$ cat src/rtl/rmq_div.sv
// rmq_div: pipelined restoring divider, one quotient bit per stage,
// with a sideband that moves in step. No dependencies.
module rmq_div #(
  parameter int NW  = 32,
  parameter int DW  = 18,
  parameter int SBW = 1
) (
  input  logic           clk_i,
  input  logic           rst_ni,
  input  logic           valid_i,
  input  logic [NW-1:0]  num_i,
  input  logic [DW-1:0]  den_i,
  input  logic [SBW-1:0] side_i,
  output logic           valid_o,
  output logic [NW-1:0]  quo_o,
  output logic [SBW-1:0] side_o
);

  logic [DW-1:0]  rem_q [NW];
  logic [NW-1:0]  num_q [NW];
  logic [NW-1:0]  quo_q [NW];
  logic [DW-1:0]  den_q [NW];
  logic [SBW-1:0] sd_q  [NW];
  logic           v_q   [NW];

  for (genvar g = 0; g < NW; g++) begin : g_stage
    logic [DW-1:0]  rem_in, den_in;
    logic [NW-1:0]  num_in, quo_in;
    logic [SBW-1:0] sd_in;
    logic           v_in, ge;
    logic [DW:0]    rt, diff;

    if (g == 0) begin : g_first
      assign rem_in = '0;
      assign num_in = num_i;
      assign quo_in = '0;
      assign den_in = den_i;
      assign sd_in  = side_i;
      assign v_in   = valid_i;
    end else begin : g_next
      assign rem_in = rem_q[g-1];
      assign num_in = num_q[g-1];
      assign quo_in = quo_q[g-1];
      assign den_in = den_q[g-1];
      assign sd_in  = sd_q[g-1];
      assign v_in   = v_q[g-1];
    end

    assign rt   = {rem_in, num_in[NW-1]};
    assign diff = rt - {1'b0, den_in};
    assign ge   = rt >= {1'b0, den_in};

    always_ff @(posedge clk_i or negedge rst_ni) begin
      if (!rst_ni) begin
        v_q[g] <= 1'b0;
      end else begin
        v_q[g] <= v_in;
      end
    end

    always_ff @(posedge clk_i) begin
      rem_q[g] <= ge ? diff[DW-1:0] : rt[DW-1:0];
      num_q[g] <= num_in << 1;
      quo_q[g] <= {quo_in[NW-2:0], ge};
      den_q[g] <= den_in;
      sd_q[g]  <= sd_in;
    end
  end

  assign valid_o = v_q[NW-1];
  assign quo_o   = quo_q[NW-1];
  assign side_o  = sd_q[NW-1];

endmodule

$ cat config.mk
export PLATFORM = sky130hd
export DESIGN_NAME = rmq_div
export DESIGN_NICKNAME = d
export VERILOG_FILES = /design/src/rtl/rmq_div.sv
export SDC_FILE = /design/constraint.sdc
export NUM_CORES = 2
export LEC_CHECK = 0
export ABC_AREA = 1
export BUFFER_PORTS_ARGS = -buffer_cell sky130_fd_sc_hd__buf_2
export CORE_MARGIN = 3
export CORE_UTILIZATION = 40
export CTS_CLUSTER_DIAMETER = 200
export CTS_CLUSTER_SIZE = 40
export DETAILED_ROUTE_END_ITERATION = 10
export GPL_TIMING_DRIVEN = 0
export PLACE_DENSITY = 0.58
export SYNTH_ARGS = -nofsm -noshare
export SYNTH_HDL_FRONTEND = slang
export SYNTH_SLANG_ARGS = --single-unit
$ cat constraint.sdc
create_clock -name clk_i -period 2.9 [get_ports clk_i]
set_clock_uncertainty 0.05 [all_clocks]
set_input_delay 0.145 -clock clk_i [delete_from_list [all_inputs] [get_ports clk_i]]
set_output_delay 0.145 -clock clk_i [all_outputs]
set_load 0.02 [all_outputs]
==> impl_metrics.toml <==
[status]
run_status = "finished, final reports clean"

[synth]
synth.yosys.warnings = 0
number_of_synthesized_register_bits = 2204
yosys.cell_types.count = 41
synth_enable_flop_cells = 0
ys_async_sr_fraction_pct = 1.45
synth_area_um2 = 88700
number_of_standard_cells_after_synthesis = 11000
postSynthNetCount = 11600
synth-main-ff-cell = "dfxtp_1"
synthesis.area_per_instance_um2 = 8.09
synth-seq-area-share_pct = 49.9

[clock_tree]
cts.clk_slew.worst_paths_ps = 140
cts_resized = 0
cts_root_buf = "clkbuf_16"
clkLatencyLatePin_ps = 790
clock_sink_count = 2204
tritoncts_clock_tree = "yes"
clockBufferDepth = 3
tritoncts.num_buffers = 61
h-tree-depth = 2

[layout]
mostFrequentLayoutCells = "3398 x nand2_1, 2172 x dfxtp_1, 1590 x inv_1, 880 x nand3_1, 766 x nor2_1"
final_net_count = 11900
finalCoreUtilization_pct = 43.4
post_layout_nonfiller_instances = 14200
final_common_cell = "nand2_1"
finalInstanceArea_um2 = 95600
synthToLayoutAreaGrowth_pct = 7.74
layout-drive-gt1-share_pct = 5.38
layout.filler_cells = 22300

[timing]
final-setup-viol-count = 0
fin_ws_ps = 195
unrepaired_setup_endpoints_after_global_routing = "false"
highest_clock_frequency_the_design_can_meet_mhz = 370
final_hold_viol_count = 0
tns_ps = 0
final.period_utilization_pct = 93.3
fin_crit_ps = 2700
worst_slew_margin_rel_pct = 20.7
tightest_slew_ps = 1190
maxSlewViolCount = 0

[placement]
detailedPlacementHpwl_um = 184000
postPlaceCellArea_um2 = 92900
dpl.cell_count = 14000
globalplace.congestion = 0.891
io_buffer_count = 87
place_worst_setup_slack_ps = 347

[grt]
grt_start_max_net_pins = 42
grt_pass1_vias = 63600
grt_overflow_total = 0
initial_antenna_violation_count = 12
grt_pass1_wl_um = 355000
globalRouteTotalUtil_pct = 19.5

[setup_path]
r2r_cells = 9
worstReg2RegStart = "den_q[1][195]"
timing.rr.end = "rem_q[1][213]"
cp-end-kind = "register"
timing.critical_path.arrival_ps = 3380
critical_path.max_stage_delay_ps = 890
timing.critical_path.mode_cell = "nand2_1"
internal_reg_to_reg_setup_slack_ps = 200
critical_path_buf_inv_count = 2
data_required_time_at_the_worst_endpoint_ps = 3580
crit_slowest_cell = "a21oi_1"
worst_path_dominant_cell_family = "compound AO/OA/AOI/OAI gates"
critical_path_class = "register to register"
timing.critical_path.fanout_max = 10
startpoint_type = "register"
crit_path_cell_trace = "inv_1 > ha_1 > nand2_1 > nor2_1 > nand2_1 > inv_1 > a21oi_1 > nand3_1 > nand2_1"

[power]
power.switching_mw = 35.3
power.static_leakage_nw = 49.1
power.density_cell_area_nw_per_um2 = 915
clockPowerShare_pct = 14.2
power.share.switching_pct = 40.3
power.share.sequential_pct = 44.0
vdd.ir_drop.worst_mv = 0.631
cellInternalPower_mw = 52.3
pwr-share-comb_pct = 41.8

[floorplan]
initial_utilization_pct = 40.3
die_h_um = 477
number_of_cell_rows = 172
design.die.area_um2 = 228000
die_width_um = 477
core_um2 = 220000
ioPinCount = 88

[worst_hold_path]
timing.hold.worst_endpoint = "rem_q[0][15]"
whs_path_depth = 4
min_path_type = "input port to register"
holdCritStartpoint = "den_i[11]"

[detailed_routing]
detail_route.wl_per_cell_um = 16.0
wl_um = 227000
vias_per_cell = 4.68
drc = 0
detail-route-antenna-nets = 0
drt_pass1_iterations = 6
detail_route.iter0.violations = 4505
detailroute.via_count = 66500

[job]
timing.max_cap.violations = 0
## flip-flops by register name, summed over array words and instances, names as in the netlist
register,cells
sd_q,32
rem_q,558
num_q,496
quo_q,528
valid_o,1
den_q,558
g_stage.v_in,31
## how the worst max path moves through the flow
stage / startpoint / endpoint / slack, ps / cells after the start
after global routing: den_q[1][195] / rem_q[1][213] / 50 / 9
after floorplan: num_q[23][30] / rem_q[1][156] / 1120 / 13
final: den_q[1][195] / rem_q[1][213] / 200 / 9
after detailed placement: den_q[1][195] / rem_q[1][213] / 350 / 9
after global placement: den_q[1][9] / rem_q[1][33] / 300 / 9
after CTS: den_q[1][195] / rem_q[1][213] / 290 / 9
## synthesized netlist by cell type (9+ instances only)
cell	number	area, µm²
inv_1	1590	5970
nor2_2	42	263
a21oi_2	39	342
dfxtp_1	2172	43500
clkinv_1	11	41.3
o21bai_1	31	233
nor3_1	112	561
nand4_4	9	191
xor2_1	223	1950
and2_1	24	150
o21ai_2	66	578
nor2_1	766	2880
o21ai_0	71	355
nand3_1	880	4400
ha_1	560	7010
nand3b_1	239	1790
buf_2	49	245
xnor2_1	17	149
nor4_1	10	62.6
buf_6	32	360
inv_2	13	48.8
o21ai_1	22	110
or2_2	53	332
nand2_4	21	236
nand2_1	3398	12800
nand4_1	67	419
nand3_2	16	160
nand2_2	69	432
buf_4	14	105
dfrtp_1	32	801
a21oi_1	266	1330
fa_1	30	601
## power by group through the flow
stage / registers, mW / logic (mW) / clock network [mW]
6_report: 38.5 / 36.6 / 12.4
5_1_grt: 39.1 / 41.5 / 14.1
4_1_cts: 38.7 / 36.5 / 13.2
3_5_place_dp: 39.3 / 36.2 / 0
3_3_place_gp: 39.3 / 36.2 / 0
2_1_floorplan: 38.0 / 26.8 / 0
## final cells by class
type | count | area, µm² | area share [%]
repair buffers | 194 | 1520 | 1.59
well taps | 2958 | 3700 | 3.87
diodes | 1 | 2.50 | 0.00262
inverters | 1614 | 6060 | 6.34
multi-input cells | 7054 | 37600 | 39.3
flip-flops and latches | 2204 | 44300 | 46.3
plain buffers | 104 | 823 | 0.861
clock inverters | 3 | 66.3 | 0.0694
clock buffers | 68 | 1570 | 1.65
## per-layer routing
metal  wire length (µm)  up-vias  global-route usage (%)  part of all wire [%]
li1                   -    34600                       -                     -
met1             116000    30400                    29.3                    51
met2              96100     1348                    30.1                    42
met3              10400      191                    2.03                   4.6
met4               4430        2                    3.84                   2.0
met5                 20        -                       0                0.0088
## worst register-to-register path, delay by kind of cell (launching register included)
kind	cells	cell delay, ps
flops	1	420
buf+inv	2	140
simple gates	5	750
compound gates	1	890
fa+ha+maj	1	380
## what timing repair did
item                                   CTS  global route
endpoints found under the hold margin  101             0
setup buffers                            0             0
hold buffers                           107             0
## cell families (layout without fill, tap and decap cells)
| kind of cell | after synthesis | in the layout | share of synthesized area, % |
|---|---|---|---|
| other | 0 | 1 | 0 |
| flip-flops | 2204 | 2204 | 49.9 |
| adder cells (fa/ha/maj) | 590 | 590 | 8.57 |
| AO/OA/AOI/OAI | 507 | 507 | 3.51 |
| buffers and inverters | 1718 | 1983 | 7.75 |
| XOR/XNOR | 240 | 240 | 2.37 |
| AND/OR/NAND/NOR | 5717 | 5717 | 27.9 |
## stage by stage
stage	hold slack, ps	total power [mW]
4_1_cts	8.39	88.4
5_1_grt	70.7	94.7
2_1_floorplan	-201	64.8
3_5_place_dp	199	75.5
6_report	118	87.5
3_3_place_gp	154	75.5
Note: power is estimated with default switching activity, not from simulation.
