--- config.mk ---
export PLATFORM = sky130hd
export DESIGN_NAME = rmq_sqrt
export DESIGN_NICKNAME = d
export VERILOG_FILES = /design/src/rtl/rmq_pkg.sv /design/src/rtl/rmq_sqrt.sv
export SDC_FILE = /design/constraint.sdc
export NUM_CORES = 2
export LEC_CHECK = 0
export BUFFER_PORTS_ARGS = -buffer_cell sky130_fd_sc_hd__buf_2
export CAP_MARGIN = 40
export CELL_PAD_IN_SITES_DETAIL_PLACEMENT = 1
export CELL_PAD_IN_SITES_GLOBAL_PLACEMENT = 1
export CORE_AREA = 2 2 408 410
export CTS_CLUSTER_SIZE = 40
export DETAILED_ROUTE_END_ITERATION = 8
export DIE_AREA = 0 0 410 412
export GPL_ROUTABILITY_DRIVEN = 0
export HOLD_SLACK_MARGIN = 0.1
export PLACE_DENSITY = 0.49
export SKIP_LAST_GASP = 1
export SYNTH_ARGS = -nofsm -noshare
export SYNTH_HDL_FRONTEND = slang
export SYNTH_SLANG_ARGS = --single-unit
--- constraint.sdc ---
create_clock -name clk_i -period 3.6 [get_ports clk_i]
set_input_delay 0.36 -clock clk_i [delete_from_list [all_inputs] [get_ports clk_i]]
set_output_delay 0.36 -clock clk_i [all_outputs]
set_load 0.03 [all_outputs]
--- src/rtl/rmq_pkg.sv ---
// rmq_pkg: payload types, path codes and width helpers for the
// rotation matrix to quaternion pipeline. No dependencies.
package rmq_pkg;

  localparam int FRAC_BITS_DEF = 14;

  typedef struct packed {
    logic signed [15:0] m00;
    logic signed [15:0] m01;
    logic signed [15:0] m02;
    logic signed [15:0] m10;
    logic signed [15:0] m11;
    logic signed [15:0] m12;
    logic signed [15:0] m20;
    logic signed [15:0] m21;
    logic signed [15:0] m22;
  } rmq_in_t;

  typedef struct packed {
    logic signed [15:0] qx;
    logic signed [15:0] qy;
    logic signed [15:0] qz;
    logic signed [15:0] qw;
    logic [1:0]         path_taken;
    logic               invalid;
  } rmq_out_t;

  typedef enum logic [1:0] {
    PATH_TRACE = 2'd0,
    PATH_X     = 2'd1,
    PATH_Y     = 2'd2,
    PATH_Z     = 2'd3
  } path_e;

  // travels alongside the square root
  typedef struct packed {
    path_e              path;
    logic               bad;
    logic signed [16:0] n0;
    logic signed [16:0] n1;
    logic signed [16:0] n2;
  } sq_side_t;

  // signed width of the radicand
  function automatic int rad_w(input int f);
    return ((f + 2 > 18) ? f + 2 : 18) + 2;
  endfunction

  // square-root argument width, rounded up to even
  function automatic int sq_w(input int f);
    int aw;
    aw = rad_w(f) - 1 + f + 2;
    return aw + (aw % 2);
  endfunction

  function automatic int root_w(input int f);
    return sq_w(f) / 2;
  endfunction

  // dividend width: 17-bit magnitude shifted by f, plus a carry
  function automatic int num_w(input int f);
    return f + 18;
  endfunction

endpackage

--- src/rtl/rmq_sqrt.sv ---
// rmq_sqrt: pipelined integer square root, one root bit per stage.
// Depends on rmq_pkg.
module rmq_sqrt import rmq_pkg::*; #(
  parameter int FRAC_BITS = FRAC_BITS_DEF
) (
  input  logic                         clk_i,
  input  logic                         rst_ni,
  input  logic                         valid_i,
  input  logic [sq_w(FRAC_BITS)-1:0]   arg_i,
  input  sq_side_t                     side_i,
  output logic                         valid_o,
  output logic [root_w(FRAC_BITS)-1:0] root_o,
  output sq_side_t                     side_o
);

  localparam int SW = sq_w(FRAC_BITS);
  localparam int DW = root_w(FRAC_BITS);

  logic [SW-1:0] rem_q  [DW];
  logic [SW-1:0] root_q [DW];
  logic          v_q    [DW];
  sq_side_t      sd_q   [DW];

  for (genvar g = 0; g < DW; g++) begin : g_stage
    localparam logic [SW-1:0] BIT = SW'(1) << (SW - 2 - 2 * g);
    logic [SW-1:0] rem_in, root_in, trial;
    logic          v_in, ge;
    sq_side_t      sd_in;

    if (g == 0) begin : g_first
      assign rem_in  = arg_i;
      assign root_in = '0;
      assign v_in    = valid_i;
      assign sd_in   = side_i;
    end else begin : g_next
      assign rem_in  = rem_q[g-1];
      assign root_in = root_q[g-1];
      assign v_in    = v_q[g-1];
      assign sd_in   = sd_q[g-1];
    end

    assign trial = root_in + BIT;
    assign ge    = rem_in >= trial;

    always_ff @(posedge clk_i or negedge rst_ni) begin
      if (!rst_ni) begin
        v_q[g] <= 1'b0;
      end else begin
        v_q[g] <= v_in;
      end
    end

    always_ff @(posedge clk_i) begin
      rem_q[g]  <= ge ? rem_in - trial : rem_in;
      root_q[g] <= ge ? (root_in >> 1) + BIT : root_in >> 1;
      sd_q[g]   <= sd_in;
    end
  end

  assign valid_o = v_q[DW-1];
  assign root_o  = root_q[DW-1][DW-1:0];
  assign side_o  = sd_q[DW-1];

endmodule

==> run metrics <==
outcome completed; GRT Total Usage 11.4%; Cell Area, Synth 49200 um2; Total Power 51.6 mW; Crit-path slowest cell o21ai_0; f_max 312 MHz; Routed Antenna Nets 0; Post-Layout Inst Area 60800 um2; Die Height 412 um; Net count, final 4623; relative max-transition margin 46.1%; Initial DRT Pass Iterations 4; Crit. End Element flip-flop; Synth Warn # 0; layout cells sized above 1 12.7%; DP Area 52900 um2; pre-CTS WS 0.355 ns; Post-synth EDFFs 0; first-pass GRT wire length 154 mm; flops & latches, synth 1773; post-CTS setup buffer count 0; most common cell after layout, fill and taps aside dfxtp_1; Gate Count Post-Synth 3843; initial core utilization 29.9%; period utilization 89.1%; I/O Buffers 165; pwr dens 850 nW/um2; cts bufs inserted 183; Buf/Inv on CP 2; # diodes 0; max-cap violation count 0; Longest Clk Path Bufs 3; final hold vios 0; DRC viols 0; WP data required 4.29 ns; gr ovfl total 0; Max Clock Skew 0.0630 ns; worst hold slack 0.189 ns; CTS tree yes; total clock sinks 1773; Routed WL 94.6 mm; Avg Cell Area, Syn 12.8 um2; Netlist cell types 80; vias in the first global route 29250; minimum clock period 3.21 ns; Die ar. 169000 um2; WL per Instance 14.2 um; cell family with the largest share of critical-path delay compound AO/OA/AOI/OAI gates; count of final setup violators 0; Worst-Margin Slew 0.788 ns; post-synthesis net count 4121; via/cell ratio 4.11; CP startpoint kind flip-flop; final worst slack 0.392 ns; final slew viol count 0; violation count after the first detailed-route iteration 824; die width 410 um; clock transition at the registers of the reported paths 0.06 ns; H-tree levels 4; Clock Latency Late Sink 0.82 ns; post-synth top area share 71.4%; CTS root buf clkbuf_16; critical path arrival 3.89 ns; top post-synthesis cells by area dfxtp_1, ha_1, xnor2_1; pin count of the biggest net entering global routing 32; HP Class in -> reg; Synth Flop Type dfxtp_1; most frequent cells in the layout dfxtp_1, inv_1, ha_1, clkbuf_16, buf_2; Peak VDD IR 0.506 mV; core area 164000 um2; cell taking the most area after synthesis dfxtp_1; initial antenna violation count 0; Rows 149; critical path type reg -> reg; cell repeated most along the worst path o21ai_0; P_leak 26.3 nW; Sum Neg Setup Slack 0 ns; register area share after synthesis 72.4%; via count 27480; io pins 166; detailed-placement wirelength estimate 66.9 mm; RSZ-0062 raised after global routing false; critical path's largest stage delay 0.57 ns; Cell Chain, Critical Path inv_1, ha_1, nand4_1, o31ai_1, o21ai_0, o21ai_0, nor2_2, inv_2, mux2_2; synth-to-layout area growth 23.6%; worst-path fanout max 31; asr flop ratio synth 1.02%
-- repair_timing --
action                     in CTS  in global routing
setup endpoints to repair       0                  0
resized for setup               0                  0
hold endpoints to repair      110                  0
hold buffers                  151                  0
-- metrics by stage --
step                cells  utilization (%)
finish               6681             37.0
global route         6681             37.0
CTS                  6681             37.0
detailed placement   6198             32.2
global placement     6198             32.2
floorplan            3843                -
-- worst paths after layout --
| kind | start | end | slack, ns | cells past startpoint |
|---|---|---|---|---|
| max | root_q[15][15] | rem_q[16][6] | 0.39 | 9 |
| min | side_i[28] | sd_q[0][28] | 0.19 | 2 |
| max reg2reg | root_q[15][15] | rem_q[16][6] | 0.39 | 9 |
| min reg2reg | sd_q[0][16] | sd_q[1][16] | 0.30 | 0 |
| max in group asynchronous | rst_ni | g_stage[2].v_in | 2.41 | 3 |
| min in group asynchronous | rst_ni | g_stage[4].v_in | 0.70 | 3 |
-- metal layers --
layer / up-vias / track usage, % / part of all wire [%]
li1: 14038 / - / -
met1: 12880 / 12.8 / 43
met2: 373 / 20.5 / 50
met3: 189 / 2.68 / 3.7
met4: 0 / 4.75 / 3.1
met5: - / 0 / 0
-- cell type report --
| cell class | instances | area [um2] |
|---|---|---|
| repair buffers | 356 | 2640 |
| flip-flops and latches | 1773 | 35600 |
| inverters | 233 | 875 |
| clock inverters | 77 | 1050 |
| well taps | 2189 | 2740 |
| fillers | 17318 | 103000 |
| clock buffers | 255 | 5340 |
| multi-input cells | 1798 | 12600 |
-- state kept, by name, indices dropped and copies added, names as in the netlist --
name / cells
g_stage.v_in: 17
rem_q: 612
root_q: 171
sd_q: 972
valid_o: 1
-- Yosys cell counts, types with 6 or more instances --
cell type  instances
xnor2_1          138
nand2_1          164
nor2_1           152
nor3_1            94
nor3b_1            6
nand4_1           42
o31a_1             6
inv_1            232
or3_1             24
nand4b_1          10
nand2b_1          31
nor4b_1           28
nor2b_1           31
mux2i_1            7
nand3_1           45
o2111ai_1         12
o211ai_1          23
a21o_1            34
o21a_1            39
and3_1            10
a21oi_1          144
a211oi_1          20
and2_1            13
nor4_1            87
nand3b_1          19
and4_1             7
ha_1             185
buf_2             11
or2_2             11
o21bai_1           6
o21ai_0          143
mux2_2            20
a21boi_0          10
or4_1             16
xor2_1           116
dfrtp_1           18
o31ai_1           22
dfxtp_1         1755
clkbuf_1          26
-- cell families after synthesis --
group                    after synthesis  share of synthesized area [%]
flip-flops                          1773                           72.4
AND/OR/NAND/NOR                      811                           8.90
AO/OA/AOI/OAI                        515                           6.60
buffers and inverters                272                           2.13
XOR/XNOR                             254                           4.52
adder cells (fa/ha/maj)              185                           4.71
multiplexers                          33                          0.776
-- worst register-to-register path: cells and delay by family (launching register included) --
family	cells	cell delay (ns)
AO/OA/AOI/OAI	3	1.01
flip-flops	1	0.33
buffers and inverters	2	0.54
AND/OR/NAND/NOR	2	0.34
adder cells (fa/ha/maj)	1	0.45
multiplexers	1	0.41
-- power by group --
group,switching [mW],internal [mW]
combinational,4.42,3.75
sequential,1.81,22.3
clock,7.70,11.6
total,13.9,37.7
No activity file was read; power rests on OpenSTA's default activity.
