File: src/rtl/rmq_pkg.sv
// rmq_pkg: payload types, path codes and width helpers for the
// rotation matrix to quaternion pipeline. No dependencies.
package rmq_pkg;

  localparam int FRAC_BITS_DEF = 14;

  typedef struct packed {
    logic signed [15:0] m00;
    logic signed [15:0] m01;
    logic signed [15:0] m02;
    logic signed [15:0] m10;
    logic signed [15:0] m11;
    logic signed [15:0] m12;
    logic signed [15:0] m20;
    logic signed [15:0] m21;
    logic signed [15:0] m22;
  } rmq_in_t;

  typedef struct packed {
    logic signed [15:0] qx;
    logic signed [15:0] qy;
    logic signed [15:0] qz;
    logic signed [15:0] qw;
    logic [1:0]         path_taken;
    logic               invalid;
  } rmq_out_t;

  typedef enum logic [1:0] {
    PATH_TRACE = 2'd0,
    PATH_X     = 2'd1,
    PATH_Y     = 2'd2,
    PATH_Z     = 2'd3
  } path_e;

  // travels alongside the square root
  typedef struct packed {
    path_e              path;
    logic               bad;
    logic signed [16:0] n0;
    logic signed [16:0] n1;
    logic signed [16:0] n2;
  } sq_side_t;

  // signed width of the radicand
  function automatic int rad_w(input int f);
    return ((f + 2 > 18) ? f + 2 : 18) + 2;
  endfunction

  // square-root argument width, rounded up to even
  function automatic int sq_w(input int f);
    int aw;
    aw = rad_w(f) - 1 + f + 2;
    return aw + (aw % 2);
  endfunction

  function automatic int root_w(input int f);
    return sq_w(f) / 2;
  endfunction

  // dividend width: 17-bit magnitude shifted by f, plus a carry
  function automatic int num_w(input int f);
    return f + 18;
  endfunction

endpackage

File: src/rtl/rmq_front.sv
// rmq_front: path choice, radicand and numerator selection, one register stage.
// Depends on rmq_pkg.
module rmq_front import rmq_pkg::*; #(
  parameter int FRAC_BITS = FRAC_BITS_DEF
) (
  input  logic                        clk_i,
  input  logic                        rst_ni,
  input  logic                        valid_i,
  input  rmq_in_t                     mat_i,
  output logic                        valid_o,
  output logic [sq_w(FRAC_BITS)-1:0]  arg_o,
  output sq_side_t                    side_o
);

  localparam int RW   = rad_w(FRAC_BITS);
  localparam int RADW = RW - 1;
  localparam int SW   = sq_w(FRAC_BITS);
  localparam int ONE  = 1 << FRAC_BITS;

  logic signed [RW-1:0] e00, e11, e22, one_s, tr, rad;
  logic signed [16:0]   dx, dy, dz, s01, s02, s12;
  path_e                path;
  logic                 bad;
  sq_side_t             side_d, side_q;
  logic [SW-1:0]        arg_d, arg_q;
  logic                 valid_q;

  always_comb begin
    e00   = RW'(mat_i.m00);
    e11   = RW'(mat_i.m11);
    e22   = RW'(mat_i.m22);
    one_s = RW'(ONE);
    tr    = e00 + e11 + e22 + one_s;
    dx    = 17'(mat_i.m12) - 17'(mat_i.m21);
    dy    = 17'(mat_i.m20) - 17'(mat_i.m02);
    dz    = 17'(mat_i.m01) - 17'(mat_i.m10);
    s01   = 17'(mat_i.m10) + 17'(mat_i.m01);
    s02   = 17'(mat_i.m20) + 17'(mat_i.m02);
    s12   = 17'(mat_i.m21) + 17'(mat_i.m12);
    if (tr > 0) begin
      path = PATH_TRACE;
    end else if (mat_i.m11 > mat_i.m00) begin
      path = (mat_i.m22 > mat_i.m11) ? PATH_Z : PATH_Y;
    end else begin
      path = (mat_i.m22 > mat_i.m00) ? PATH_Z : PATH_X;
    end
    unique case (path)
      PATH_TRACE: begin
        rad = tr;
        side_d.n0 = dx; side_d.n1 = dy; side_d.n2 = dz;
      end
      PATH_X: begin
        rad = one_s + e00 - e11 - e22;
        side_d.n0 = s01; side_d.n1 = s02; side_d.n2 = dx;
      end
      PATH_Y: begin
        rad = one_s - e00 + e11 - e22;
        side_d.n0 = s01; side_d.n1 = s12; side_d.n2 = dy;
      end
      default: begin
        rad = one_s - e00 - e11 + e22;
        side_d.n0 = s02; side_d.n1 = s12; side_d.n2 = dz;
      end
    endcase
    bad         = !(rad > 0);
    side_d.path = path;
    side_d.bad  = bad;
    arg_d = bad ? '0 : SW'({rad[RADW-1:0], {(FRAC_BITS + 2){1'b0}}});
  end

  always_ff @(posedge clk_i or negedge rst_ni) begin
    if (!rst_ni) begin
      valid_q <= 1'b0;
    end else begin
      valid_q <= valid_i;
    end
  end

  always_ff @(posedge clk_i) begin
    arg_q  <= arg_d;
    side_q <= side_d;
  end

  assign valid_o = valid_q;
  assign arg_o   = arg_q;
  assign side_o  = side_q;

endmodule

File: config.mk
export PLATFORM = sky130hd
export DESIGN_NAME = rmq_front
export DESIGN_NICKNAME = d
export VERILOG_FILES = /design/src/rtl/rmq_pkg.sv /design/src/rtl/rmq_front.sv
export SDC_FILE = /design/constraint.sdc
export NUM_CORES = 1
export LEC_CHECK = 0
export BUFFER_PORTS_ARGS = -buffer_cell sky130_fd_sc_hd__clkbuf_2
export CELL_PAD_IN_SITES_DETAIL_PLACEMENT = 1
export CELL_PAD_IN_SITES_GLOBAL_PLACEMENT = 1
export CORE_UTILIZATION = 44
export DETAILED_ROUTE_END_ITERATION = 8
export PLACE_DENSITY_LB_ADDON = 0.1
export SETUP_SLACK_MARGIN = 0.4
export SLEW_MARGIN = 20
export SYNTH_ARGS = -nofsm -noshare
export SYNTH_HDL_FRONTEND = slang
export SYNTH_SLANG_ARGS = --single-unit
File: constraint.sdc
create_clock -name clk_i -period 0.8 [get_ports clk_i]
set_input_delay 0.04 -clock clk_i [delete_from_list [all_inputs] [get_ports clk_i]]
set_output_delay 0.04 -clock clk_i [all_outputs]
set_load 0.01 [all_outputs]
==> results of run 1 <==
-- synthesized netlist by cell type (all sizes together), types with 5 or more instances --
| master | n |
|---|---|
| ha | 262 |
| inv | 192 |
| a21oi | 109 |
| nor2 | 109 |
| xnor2 | 105 |
| nand2 | 103 |
| o21ai | 83 |
| fa | 74 |
| dfxtp | 73 |
| a21o | 42 |
| clkbuf | 37 |
| xor2 | 36 |
| nor3 | 35 |
| buf | 31 |
| nor2b | 30 |
| nand2b | 25 |
| nand3 | 23 |
| o21bai | 23 |
| a211oi | 22 |
| o31ai | 20 |
| or3 | 20 |
| mux2i | 16 |
| and3 | 15 |
| mux2 | 15 |
| o21a | 15 |
| o22ai | 15 |
| a22oi | 14 |
| nand4 | 13 |
| o211ai | 13 |
| a31oi | 12 |
| a221oi | 9 |
| nor4 | 9 |
| o41ai | 8 |
| a211o | 7 |
| nor3b | 7 |
| o31a | 7 |
| a2111oi | 6 |
| a221o | 6 |
| a311oi | 6 |
| or2 | 6 |
| a31o | 5 |
| a41oi | 5 |
| and2 | 5 |
| o211a | 5 |
-- per-stage QoR --
step | instance area, µm² | utilization [%] | hold slack (ns)
3_5_place_dp | 20000 | 63.4 | -0.184
2_1_floorplan | 14300 | - | -0.256
3_3_place_gp | 20000 | 63.4 | -0.186
4_1_cts | 21800 | 69.2 | -0.212
-- repair_timing --
action | in CTS
hold buffers | 1
resized for setup | 272
cloned | 8
endpoints found under the setup margin | 146
hold endpoints to repair | 2
buffers inserted | 40
pin swaps | 57
-- routing by layer --
metal / track usage [%] / GRT overflow
met5: 19.9 / 0
met4: 108 / 441
met3: 67.3 / 20
met2: 123 / 1580
met1: 86.2 / 19
-- kinds of logic after synthesis --
logic type	after synthesis	share of synthesized area (%)
AO/OA/AOI/OAI	461	22.2
other	1	0.0267
AND/OR/NAND/NOR	415	14.6
flip-flops	74	10.6
adder cells (fa/ha/maj)	336	33.9
multiplexers	31	2.34
buffers and inverters	260	7.59
XOR/XNOR	141	8.79
==> impl_metrics.json, run 1 <==
{
  "ys_seq_area_share_pct": 10.6,
  "grt-ovfl-total": 2060,
  "clockRootBuffer": "clkbuf_16",
  "synth_cell_types": 77,
  "numCtsBuffers": 9,
  "synth_top_area_share_pct": 23.3,
  "tool.error": "[ERROR GRT-0232] Routing congestion too high. Check the congestion heatmap in the GUI.",
  "die_w_um": 181,
  "grt_use_total_pct": 93.2,
  "pre_cts_ws_ns": -3.71,
  "initial_core_util_pct": 44.7,
  "synthTopCellsByArea": "ha_1, fa_1, dfxtp_1",
  "yosys_register_bits": 74,
  "die_h_um": 181,
  "synth_cells": 1719,
  "yosys_warnings": 0,
  "clk_path_buf_depth": 2,
  "syn_area_per_cell_um2": 8.18,
  "synth_ff_type": "dfxtp_1",
  "htree_levels": 3,
  "rows": 65,
  "placed_cells": 2878,
  "grt_max_degree": 29,
  "async_flop_share_pct": 1.35,
  "io_pins": 238,
  "io_buffers": 220,
  "grt-worst-endpoint": "side_o[51]$_DFF_P_/D",
  "outcome": "stopped before the end",
  "synth.largest_area_cell": "ha_1",
  "clkSinkCount": 74,
  "haltStage": "5_1_grt",
  "dpl.hpwl_mm": 50.4,
  "syn-cell-area_mm2": 0.0141,
  "synth_edf_count": 0,
  "finalWeightedCongestion": 0.984,
  "worstEpCategory": "register data pin"
}
==> run 2, diff against run 1 <==
==> config.mk (replaced) <==
export PLATFORM = sky130hd
export DESIGN_NAME = rmq_front
export DESIGN_NICKNAME = d
export VERILOG_FILES = /design/src/rtl/rmq_pkg.sv /design/src/rtl/rmq_front.sv
export SDC_FILE = /design/constraint.sdc
export NUM_CORES = 1
export LEC_CHECK = 0
export BUFFER_PORTS_ARGS = -buffer_cell sky130_fd_sc_hd__clkbuf_2
export CORE_UTILIZATION = 35
export DETAILED_ROUTE_END_ITERATION = 8
export PLACE_DENSITY_LB_ADDON = 0.15
export SLEW_MARGIN = 20
export SYNTH_ARGS = -nofsm -noshare
export SYNTH_HDL_FRONTEND = slang
export SYNTH_SLANG_ARGS = --single-unit
==> run 2 against run 1 <==
  * The flow now finishes, with violations (setup timing)
  * Synthesized area stayed put
  * Synthesized cell count unchanged
==> impl_metrics.json, run 2 <==
{
  "crit_buf_inv": 3,
  "crit_path_start_kind": "input port",
  "htree_levels": 3,
  "synth_ff_type": "dfxtp_1",
  "initial_core_util_pct": 35.5,
  "ir_drop_v": 0.00171,
  "design.core.area_mm2": 0.0396,
  "drive_gt1_share_pct": 45.7,
  "final_common_cell": "buf_4",
  "rows": 73,
  "drt_iter0_drc": 728,
  "synth_cell_types": 77,
  "worstPathArrival_ns": 4.11,
  "finalWeightedCongestion": 0.915,
  "dpl.hpwl_mm": 44.6,
  "via_count": 15400,
  "setup_viol": 146,
  "relSlewSlack_pct": 59.6,
  "syn_area_per_cell_um2": 8.18,
  "max_freq_ghz": 0.258,
  "critical_path_depth": 18,
  "drc": 0,
  "path_cells": "buf_8, nor4_4, buf_4, buf_4, nand3_4, xnor2_2, fa_1, ha_1, or3_4, a31o_4, a2111o_1, a41o_1, a211oi_2, mux2_4, nand2_4, nand3_4, nor2b_4, mux2_4",
  "path_delay_family": "compound AO/OA/AOI/OAI gates",
  "grt_use_total_pct": 26.1,
  "synth_edf_count": 0,
  "grt-ovfl-total": 0,
  "outcome": "complete, but fails checks",
  "synth_common_cells": "ha_1, inv_1, nor2_1, a21oi_1, xnor2_1",
  "hp-start": "mat_i[80]",
  "drv_cap": 0,
  "cpPeakStageDelay_ns": 0.48,
  "clkSinkCount": 74,
  "yosysMostFrequentCell": "ha_1",
  "grt_pass1_vias": 15700,
  "power_density_mw_per_mm2": 2130,
  "die_h_um": 202,
  "setup_tns_ns": -210.00,
  "final-max-slew-violation-count": 0,
  "syn-cell-area_mm2": 0.0141,
  "ant_nets": 0,
  "hold_depth": 3,
  "die_w_um": 202,
  "switching_share_pct": 42.0,
  "cts_tree": "yes",
  "dr.pass1.iters": 5,
  "numCtsBuffers": 9,
  "async_flop_share_pct": 1.35,
  "yosys_warnings": 0,
  "yosys_register_bits": 74,
  "critical_path_class": "in2reg",
  "max_slew.worst_pin.slew_ns": 0.603,
  "synth_top_area_share_pct": 23.3,
  "wirelength_mm": 54.5,
  "cp-startpoint": "mat_i[133]",
  "final_cell_mix": "buf_4, ha_1, inv_1",
  "endpoint_kind": "flip-flop",
  "synth_cells": 1719,
  "crit_fanout": 6,
  "fin_nets": 3053,
  "power.internal_w": 0.0286,
  "pwr-share-comb_pct": 76.7,
  "io_pins": 238,
  "io_buffers": 220,
  "pwr-share-seq_pct": 13.5,
  "required_ns": 1.04,
  "rsz0062_at_grt": "true",
  "syn2layout_area_growth_pct": 65.0,
  "period_share_pct": 484,
  "clk_pin_slew_worst_paths_ns": 0.06,
  "failed_checks": "setup timing",
  "leakagePower_nw": 11.7,
  "fp.dieArea_mm2": 0.0410,
  "viasPerCell": 4.96,
  "hp-class": "in2reg",
  "wl_per_cell_um": 17.6,
  "pre_cts_ws_ns": -3.61,
  "clkPwrFrac_pct": 9.8,
  "switchingPower_w": 0.0207,
  "antenna_found_initial": 1,
  "worst_slack_ns": -3.07,
  "period_minus_slack_ns": 3.87,
  "slowest_stage": "fa_1",
  "clockRootBuffer": "clkbuf_16",
  "synthTopCellsByArea": "ha_1, fa_1, dfxtp_1",
  "hold_violations": 0,
  "grt_pass1_wl_mm": 83.8,
  "ys_seq_area_share_pct": 10.6,
  "clk_path_buf_depth": 2,
  "largest_reg_flops": 54,
  "synth.largest_area_cell": "ha_1",
  "grt_max_degree": 26
}
[run 2: cell counts after synthesis]
Identical to the previous run, type by type.
[run 2: layout make-up]
type	count	area, µm²
clock buffer	12	267
timing repair buffer	891	6990
sequential	74	1550
fill	3633	16400
tap	525	657
multi-input combinational	1402	12900
clock inverter	4	72.6
antenna	1	2.50
inverter	192	731
[run 2: power groups by stage]
stage / logic [W] / registers [W] / clock network, W
2_1_floorplan: 0.0146 / 0.00674 / 0
4_1_cts: 0.0347 / 0.00642 / 0.00487
6_report: 0.0378 / 0.00668 / 0.00482
5_1_grt: 0.0406 / 0.00678 / 0.00500
3_5_place_dp: 0.0290 / 0.00622 / 0
3_3_place_gp: 0.0288 / 0.00625 / 0
[run 2: final timing paths]
kind,end,slack (ns)
worst max-delay path,arg_o[22]$_SDFF_PP0_,-3.07
worst min-delay path,side_o[0]$_DFF_P_,0.10
max in group asynchronous,valid_o$_DFF_PN0_,0.18
min in group asynchronous,valid_o$_DFF_PN0_,0.52
[run 2: routing by layer]
metal  track usage (%)  part of all wire (%)  vias to the layer above  wire, µm
met3              2.92                   4.2                       75      2320
met4              8.14                   3.0                        0      1620
li1                  -                     -                     7709         -
met2              43.3                    46                      396     25300
met5                 0                     0                        -         0
met1              35.1                    46                     7204     25300
[run 2: worst min-delay path: cells and delay by family]
family                   cells  cell delay [ns]
adder cells (fa/ha/maj)      1             0.18
buffers and inverters        1             0.09
AO/OA/AOI/OAI                1             0.09
[run 2: timing repair]
action / 4_1_cts / 5_1_grt
gates resized for setup: 257 / 270
hold buffers: 3 / 0
buffers inserted: 34 / 17
gates cloned: 10 / 1
pin swaps: 44 / 70
setup endpoints to repair: 146 / 146
hold endpoints to repair: 2 / 0
[run 2: kinds of logic (layout without fill, tap and decap cells)]
group	Yosys count	count (layout)	synth area share, %
AOI/OAI and AO/OA	461	461	22.2
adders and majority gates	336	336	33.9
buffers and inverters	260	1099	7.59
and+or+nand+nor	415	415	14.6
muxes	31	31	2.34
other	1	19	0.0267
DFF	74	74	10.6
xor gates and xnor gates	141	141	8.79
[run 2: stage by stage]
stage	hold WS [ns]	total power (W)	area (µm²)	instances	utilization, %
floorplan	-0.256	0.0213	14300	1736	-
global placement	-0.185	0.0350	20400	3031	51.3
detailed placement	-0.181	0.0352	20400	3031	51.3
CTS	0.0982	0.0460	22200	3094	56.1
global route	0.126	0.0524	23200	3101	58.5
finish	0.103	0.0493	23200	3101	58.5
(Power assumes the default switching activity.)
